$ cat src/fir_pkg.sv
package fir_pkg;

   localparam int SAMPLE_W  = 16;
   localparam int INDEX_W   = 6;
   localparam int PROD_W    = 32;
   localparam int ACC_W     = 40;
   localparam int FRAC_BITS = 15;
   localparam int ROUND_BIAS = 1 << (FRAC_BITS - 1);

   localparam logic CMD_FILTER = 1'b0;
   localparam logic CMD_LOAD   = 1'b1;

   typedef struct packed {
      logic load_coef;
      logic push_sample;
      logic issue;
      logic emit;
   } cmd_type;

   typedef struct packed {
      logic last_issue;
      logic acc_done;
   } sts_type;

endpackage

$ cat src/fir_datapath.sv
module fir_datapath #(
   parameter int NUM_TAPS = 48
) (
   input  logic                                clock,
   input  logic                                reset,
   input  fir_pkg::cmd_type                    cmd,
   output fir_pkg::sts_type                    sts,
   input  logic signed [fir_pkg::SAMPLE_W-1:0] sample,
   input  logic        [fir_pkg::INDEX_W-1:0]  coef_index,
   input  logic signed [fir_pkg::SAMPLE_W-1:0] coef_value,
   output logic signed [fir_pkg::SAMPLE_W-1:0] filtered,
   output logic                                saturated
);

   localparam int AW = $clog2(NUM_TAPS);
   localparam int CW = $clog2(NUM_TAPS + 1);
   localparam int IW = ((fir_pkg::INDEX_W > AW) ? fir_pkg::INDEX_W : AW) + 1;
   localparam int YW = fir_pkg::ACC_W - fir_pkg::FRAC_BITS;
   localparam int SW = fir_pkg::SAMPLE_W;
   localparam int EXT_W = fir_pkg::ACC_W - fir_pkg::PROD_W;

   logic signed [SW-1:0] coef_mem  [NUM_TAPS];
   logic signed [SW-1:0] delay_mem [NUM_TAPS];

   logic [AW-1:0] wptr_ff, wptr_in;
   logic [AW-1:0] rptr_ff, rptr_in;
   logic [AW-1:0] tap_ff, tap_in;
   logic [CW-1:0] fill_ff, fill_in;

   logic signed [SW-1:0] coef_rd_ff, delay_rd_ff;
   logic                 s1_go_ff, s1_last_ff, s1_live_ff;
   logic signed [fir_pkg::PROD_W-1:0] prod_ff, prod_in, prod_raw;
   logic                 s2_go_ff, s2_last_ff;
   logic signed [fir_pkg::ACC_W-1:0] acc_ff, acc_in;
   logic                 done_ff;

   logic signed [SW-1:0] filtered_ff, filtered_in;
   logic                 sat_ff, sat_in;

   logic [IW-1:0]        idx_wide;
   logic                 idx_ok;
   logic signed [fir_pkg::ACC_W-1:0] biased;
   logic signed [YW-1:0] y_full;

   assign idx_wide = IW'(coef_index);
   assign idx_ok   = idx_wide < IW'(NUM_TAPS);

   // memories: coefficient table and circular delay line
   always_ff @(posedge clock) begin
      if (cmd.load_coef && idx_ok) begin
         coef_mem[idx_wide[AW-1:0]] <= coef_value;
      end
      if (cmd.push_sample) begin
         delay_mem[wptr_ff] <= sample;
      end
      coef_rd_ff  <= coef_mem[tap_ff];
      delay_rd_ff <= delay_mem[rptr_ff];
   end

   always_comb begin
      wptr_in = wptr_ff;
      fill_in = fill_ff;
      rptr_in = rptr_ff;
      tap_in  = tap_ff;
      if (cmd.push_sample) begin
         wptr_in = (wptr_ff == AW'(NUM_TAPS - 1)) ? '0 : wptr_ff + 1'b1;
         fill_in = (fill_ff == CW'(NUM_TAPS)) ? fill_ff : fill_ff + 1'b1;
         rptr_in = wptr_ff;   // newest sample is tap 0
         tap_in  = '0;
      end else if (cmd.issue) begin
         rptr_in = (rptr_ff == '0) ? AW'(NUM_TAPS - 1) : rptr_ff - 1'b1;
         tap_in  = tap_ff + 1'b1;
      end
   end

   // product kept in its own signed signal so the operands stay signed
   assign prod_raw = coef_rd_ff * delay_rd_ff;
   assign prod_in  = s1_live_ff ? prod_raw : '0;

   always_comb begin
      acc_in = acc_ff;
      if (cmd.push_sample) begin
         acc_in = '0;
      end else if (s2_go_ff) begin
         acc_in = acc_ff + {{EXT_W{prod_ff[fir_pkg::PROD_W-1]}}, prod_ff};
      end
   end

   // round half up, floor shift, clip to 16 bits
   assign biased = acc_ff + fir_pkg::ACC_W'(fir_pkg::ROUND_BIAS);
   assign y_full = biased[fir_pkg::ACC_W-1:fir_pkg::FRAC_BITS];

   always_comb begin
      filtered_in = filtered_ff;
      sat_in      = sat_ff;
      if (cmd.emit) begin
         if (y_full[YW-1:SW-1] == '0 || y_full[YW-1:SW-1] == '1) begin
            filtered_in = y_full[SW-1:0];
            sat_in      = 1'b0;
         end else begin
            filtered_in = y_full[YW-1] ? {1'b1, {(SW-1){1'b0}}} : {1'b0, {(SW-1){1'b1}}};
            sat_in      = 1'b1;
         end
      end
   end

   always_ff @(posedge clock) begin
      if (reset) begin
         wptr_ff    <= '0;
         fill_ff    <= '0;
         rptr_ff    <= '0;
         tap_ff     <= '0;
         s1_go_ff   <= 1'b0;
         s2_go_ff   <= 1'b0;
         done_ff    <= 1'b0;
      end else begin
         wptr_ff    <= wptr_in;
         fill_ff    <= fill_in;
         rptr_ff    <= rptr_in;
         tap_ff     <= tap_in;
         s1_go_ff   <= cmd.issue;
         s2_go_ff   <= s1_go_ff;
         done_ff    <= s2_go_ff && s2_last_ff;
      end
      s1_last_ff  <= tap_ff == AW'(NUM_TAPS - 1);
      s1_live_ff  <= CW'(tap_ff) < fill_ff;   // taps older than the fill read as zero
      prod_ff     <= prod_in;
      s2_last_ff  <= s1_last_ff;
      acc_ff      <= acc_in;
      filtered_ff <= filtered_in;
      sat_ff      <= sat_in;
   end

   assign sts.last_issue = tap_ff == AW'(NUM_TAPS - 1);
   assign sts.acc_done   = done_ff;
   assign filtered       = filtered_ff;
   assign saturated      = sat_ff;

`ifndef SYNTHESIS
   a_fill_bound: assert property (@(posedge clock) disable iff (reset)
      fill_ff <= CW'(NUM_TAPS))
      else $error("delay line fill count beyond tap count");

   a_ptr_bound: assert property (@(posedge clock) disable iff (reset)
      wptr_ff <= AW'(NUM_TAPS - 1) && rptr_ff <= AW'(NUM_TAPS - 1))
      else $error("delay line pointer out of range");

   a_done_after_last: assert property (@(posedge clock) disable iff (reset)
      done_ff |-> $past(s2_go_ff) && $past(s2_last_ff))
      else $error("accumulate finished without last tap");
`endif

endmodule

$ cat src/fir_ctrl.sv
module fir_ctrl (
   input  logic             clock,
   input  logic             reset,
   input  logic             req_valid,
   output logic             req_ready,
   input  logic             req_command,
   output logic             rsp_valid,
   input  logic             rsp_ready,
   output fir_pkg::cmd_type cmd,
   input  fir_pkg::sts_type sts
);

   typedef enum logic [1:0] {
      ST_IDLE,
      ST_RUN,
      ST_DRAIN,
      ST_FINISH
   } state_type;

   state_type state_ff, state_in;
   logic      rsp_valid_ff, rsp_valid_in;
   logic      accept;
   logic      slot_free;

   assign req_ready = state_ff == ST_IDLE;
   assign accept    = req_valid && req_ready;
   assign slot_free = !rsp_valid_ff || rsp_ready;

   always_comb begin
      state_in          = state_ff;
      cmd.load_coef     = 1'b0;
      cmd.push_sample   = 1'b0;
      cmd.issue         = 1'b0;
      cmd.emit          = 1'b0;
      unique case (state_ff)
         ST_IDLE: begin
            if (accept) begin
               if (req_command == fir_pkg::CMD_LOAD) begin
                  cmd.load_coef = 1'b1;
               end else begin
                  cmd.push_sample = 1'b1;
                  state_in        = ST_RUN;
               end
            end
         end
         ST_RUN: begin
            cmd.issue = 1'b1;
            if (sts.last_issue) begin
               state_in = ST_DRAIN;
            end
         end
         ST_DRAIN: begin
            if (sts.acc_done) begin
               state_in = ST_FINISH;
            end
         end
         ST_FINISH: begin
            if (slot_free) begin
               cmd.emit = 1'b1;
               state_in = ST_IDLE;
            end
         end
         default: state_in = ST_IDLE;
      endcase
   end

   always_comb begin
      rsp_valid_in = rsp_valid_ff;
      if (cmd.emit) begin
         rsp_valid_in = 1'b1;
      end else if (rsp_ready) begin
         rsp_valid_in = 1'b0;
      end
   end

   always_ff @(posedge clock) begin
      if (reset) begin
         state_ff     <= ST_IDLE;
         rsp_valid_ff <= 1'b0;
      end else begin
         state_ff     <= state_in;
         rsp_valid_ff <= rsp_valid_in;
      end
   end

   assign rsp_valid = rsp_valid_ff;

`ifndef SYNTHESIS
   a_done_in_drain: assert property (@(posedge clock) disable iff (reset)
      sts.acc_done |-> state_ff == ST_DRAIN)
      else $error("accumulator finished outside drain");

   a_emit_slot_free: assert property (@(posedge clock) disable iff (reset)
      cmd.emit |-> (!rsp_valid_ff || rsp_ready))
      else $error("result overwritten before taken");

   a_rsp_from_finish: assert property (@(posedge clock) disable iff (reset)
      $rose(rsp_valid_ff) |-> $past(state_ff) == ST_FINISH)
      else $error("result beat raised outside finish");

   a_run_to_drain: assert property (@(posedge clock) disable iff (reset)
      state_ff == ST_RUN && sts.last_issue |=> state_ff == ST_DRAIN)
      else $error("tap sweep did not end in drain");
`endif

endmodule

$ cat src/fir_filter.sv
// Direct-form FIR, one multiply-accumulate per tap through a shared MAC.
// Sample beat: after accept the taps are swept over the coefficient and
// delay-line memories, the MAC pipeline drains, and the result goes to the
// output register once any earlier result is taken; then the next beat is taken.
// Coefficient load beats are taken one per cycle while idle and give no result.
// Synchronous reset empties the delay line (reads as zero) and drops any result.
module fir_filter #(
   parameter int NUM_TAPS = 48
) (
   input  logic                                clock,
   input  logic                                reset,
   input  logic                                req_valid,
   output logic                                req_ready,
   input  logic                                req_command,
   input  logic signed [fir_pkg::SAMPLE_W-1:0] req_sample,
   input  logic        [fir_pkg::INDEX_W-1:0]  req_coef_index,
   input  logic signed [fir_pkg::SAMPLE_W-1:0] req_coef_value,
   output logic                                rsp_valid,
   input  logic                                rsp_ready,
   output logic signed [fir_pkg::SAMPLE_W-1:0] rsp_filtered,
   output logic                                rsp_saturated
);

   fir_pkg::cmd_type cmd;
   fir_pkg::sts_type sts;

   fir_ctrl u_ctrl (
      .clock       (clock),
      .reset       (reset),
      .req_valid   (req_valid),
      .req_ready   (req_ready),
      .req_command (req_command),
      .rsp_valid   (rsp_valid),
      .rsp_ready   (rsp_ready),
      .cmd         (cmd),
      .sts         (sts)
   );

   fir_datapath #(
      .NUM_TAPS (NUM_TAPS)
   ) u_datapath (
      .clock      (clock),
      .reset      (reset),
      .cmd        (cmd),
      .sts        (sts),
      .sample     (req_sample),
      .coef_index (req_coef_index),
      .coef_value (req_coef_value),
      .filtered   (rsp_filtered),
      .saturated  (rsp_saturated)
   );

endmodule
$ cat config.mk
export PLATFORM = sky130hd
export DESIGN_NAME = fir_filter
export DESIGN_NICKNAME = d
export VERILOG_FILES = /design/src/fir_pkg.sv /design/src/fir_datapath.sv /design/src/fir_ctrl.sv /design/src/fir_filter.sv
export SDC_FILE = /design/constraint.sdc
export NUM_CORES = 2
export LEC_CHECK = 0
export BUFFER_PORTS_ARGS = -buffer_cell sky130_fd_sc_hd__clkbuf_2
export CORE_MARGIN = 1
export CORE_UTILIZATION = 50
export DETAILED_ROUTE_END_ITERATION = 8
export PLACE_DENSITY = 0.68
export SLEW_MARGIN = 20
export SYNTH_ARGS = -nofsm -noshare
export SYNTH_HDL_FRONTEND = slang
export SYNTH_HIERARCHICAL = 1
export SYNTH_SLANG_ARGS = --single-unit
$ cat constraint.sdc
create_clock -name clock -period 6 [get_ports clock]
set_input_delay 0.6 -clock clock [delete_from_list [all_inputs] [get_ports clock]]
set_output_delay 0.6 -clock clock [all_outputs]
set_load 0.02 [all_outputs]
==> flow_summary.yaml <==
run_status:
  outcome: "finished, final reports clean"
timing:
  rsz0062_at_grt: "true"
  fin_crit_sh: 0.991
  hold_viol_final: 0
  fin_skew_ps: 47.3
  slew_headroom: 0.213
  slew_viol_final: 0
  tightest_slew_ps: 1180
  timing.hold.ws_ps: 117
  max_freq_mhz: 168
  finalSetupViolCount: 0
  min_period_ps: 5950
final_layout:
  nets: 5043
  fin_cells: 6764
  drive_gt1_frac: 0.254
  num-fill-cells: 11300
  areaGrowthSynthToFinish_pct: 13.4
synth:
  synth-main-ff-cell: "edfxtp_1"
  synth_edf_count: 1553
  synth_seq_area_share: 0.648
  syn_area_um2: 76300
  syn_nets: 4757
  synth_cells: 4314
  yosys_warnings: 6
  yosysUniqueCellTypes: 84
  ys_ff_latch: 1690
  syn_area_per_cell_um2: 17.7
  ys_async_sr_fraction: 0
die:
  dieArea_um2: 154000
  die-height_um: 393
  num_rows: 142
  ios: 62
  die_w_um: 393
  initial_core_util: 0.506
  core_area_um2: 151000
setup_path:
  worst_ep_arrival_time_ps: 6630
  worst-setup-path-type: "reg -> reg"
  end_kind: "flop"
  max_stage_delay_ps: 540
  crit_family: "adder cells"
  cp_max_fo: 6
  critPathBufInv: 4
  cp.required_ps: 6690
  crit_chain: "buf_8, buf_6, and2_4, fa_1, fa_1, fa_1, fa_1, fa_1, inv_2, fa_1, inv_2, ha_4, a21o_1, a21oi_2, o21bai_2, a22oi_2, nand2_1, o31ai_4, o211ai_1, a21oi_1, xnor2_1, and2_1"
  cp_common_cell: "fa_1"
  start_kind: "flop"
  cpMaxStageDelayCell: "fa_1"
cts:
  cts_max_level: 4
  clkSinkCount: 1690
  clk_latency_ps: 840
  clock_tree.buffer_depth: 3
  root_buffer: "clkbuf_16"
  ctsHoldBuffers: 0
  clkTransAtPathRegs_ps: 60
  numCtsBuffers: 169
  tritoncts: "yes"
routing:
  route.detailed.drc: 0
  drt-total-wl_um: 167000
  wire_per_inst_um: 24.7
  vias: 38900
  dr.pass1.iters: 5
  drt_iter0_markers: 3268
  post_drt_via_cell_ratio: 5.75
  ant_nets: 0
min_path:
  min_path_type: "in -> reg"
global_route:
  antenna_found_initial: 12
  grt_overflow: 0
  grt_max_degree: 88
  first_global_vias: 39800
  grt_pass1_wl_um: 252000
  grt_usage: 0.222
placed_design:
  gp_congestion: 0.904
  place_hpwl_um: 103000
  port_buffers: 61
  placed_cells: 6432
flow_run:
  cap_violations: 0
## worst min-delay path, cell delays in order
cell      delay [ps]
clkbuf_2          80
inv_1             60
a21oi_1           60
nor2_1            70
## kinds of logic (layout without fill, tap and decap cells)
family / Yosys count / in the layout / share of synthesized area
other cells: 0 / 5 / 0
compound gates: 299 / 299 / 0.0256
flops: 1690 / 1690 / 0.648
fa+ha+maj: 400 / 400 / 0.0915
simple gates: 767 / 767 / 0.0484
buf+inv: 524 / 953 / 0.0265
mux: 540 / 540 / 0.150
xor+xnor: 94 / 94 / 0.0108
## cell usage after synthesis (3+ instances only)
cell type	instances	area share
and2_1	150	0.012
dfxtp_1	137	0.036
a21boi_0	3	0.00030
o21ai_0	78	0.0051
a21oi_2	10	0.0011
xor2_1	40	0.0046
mux2i_1	60	0.0079
or2_2	3	0.00025
ha_1	137	0.022
nor4_1	4	0.00033
o21ai_1	6	0.00039
buf_1	21	0.0010
clkbuf_1	142	0.0070
nor2b_1	26	0.0021
mux4_2	480	0.14
a211oi_1	17	0.0017
nor3_1	22	0.0014
fa_1	263	0.069
a21oi_1	79	0.0052
inv_1	331	0.016
a2111oi_0	4	0.00046
xnor2_1	54	0.0062
buf_2	26	0.0017
nor2_1	206	0.010
nand4_1	12	0.00098
nand3_1	29	0.0019
nand2_1	246	0.012
and3_1	11	0.00090
nand2b_1	24	0.0020
a41oi_1	3	0.00034
o21bai_1	11	0.0011
a31oi_1	10	0.00082
o31ai_1	4	0.00039
a21o_1	27	0.0027
o21a_1	14	0.0014
o211ai_1	5	0.00049
or3_1	9	0.00074
edfxtp_1	1553	0.61
## cell type report
type	instances	area, µm²	area share
flip-flops and latches	1690	49500	0.572
clock inverters	95	1080	0.0125
clock buffers	219	4460	0.0516
well taps	2016	2520	0.0292
diodes	5	12.5	0.000145
repair buffers	308	2380	0.0275
inverters	331	1240	0.0144
multi-input cells	2100	25300	0.293
## routing by layer
layer  track usage  share of wire  vias to the layer above
met5             0        0.00038                        -
met4        0.0573          0.022                       10
met3        0.0399          0.072                      242
met2         0.346           0.47                     1226
met1         0.325           0.43                    20400
li1              -              -                    17000
## through the flow
step / cell area, µm² / utilization / TNS (ps) / setup WS [ps]
floorplan: 76300 / - / 0 / 5.44
global placement: 80400 / 0.534 / -213 / -131
detailed placement: 80400 / 0.534 / -418 / -192
CTS: 86000 / 0.571 / 0 / 27.8
global route: 86400 / 0.574 / -218 / -156
finish: 86500 / 0.574 / 0 / 54.1
## state kept, by name, summed over array words and instances (netlist names), 2 cells and up
name and count:
u_datapath/filtered 16, u_datapath/wptr_ff 6, u_datapath/fill_ff 6, u_datapath/prod_ff 32
u_ctrl/state_ff 2, u_datapath/delay_mem 768, u_datapath/coef_rd_ff 16, u_datapath/rptr_ff 6
u_datapath/delay_rd_ff 16, u_datapath/coef_mem 768, u_datapath/tap_ff 6, u_datapath/acc_ff 40
## worst paths after layout
path / end / cells after the start / slack, ps / startpoint
worst min register to register: u_datapath/s2_last_ff / 0 / 330 / u_datapath/s1_last_ff
worst max-delay path: u_datapath/prod_ff[31] / 22 / 50 / u_datapath/coef_rd_ff[9]
worst min-delay path: u_ctrl/rsp_valid / 4 / 120 / rsp_ready
worst max register to register: u_datapath/prod_ff[31] / 22 / 50 / u_datapath/coef_rd_ff[9]
## cells in the final DEF (no fill, tap or decap), types with 101 or more instances in the layout
master	count
mux4_2	480
nor2_1	152
dfxtp_1	101
buf_4	219
fa_1	251
edfxtp_1	1553
ha_1	130
and2_1	146
nand2_1	242
clkbuf_16	170
inv_1	325
## what timing repair did
item                                    in CTS  in global routing
buffers inserted                             1                 13
pin swaps                                   10                 59
resized for setup                           20                 91
endpoints found under the setup margin       4                 10
Power is left out: the tool's default activity adds up to more than one toggle a clock period on the data nets, which glitch-free logic cannot reach.
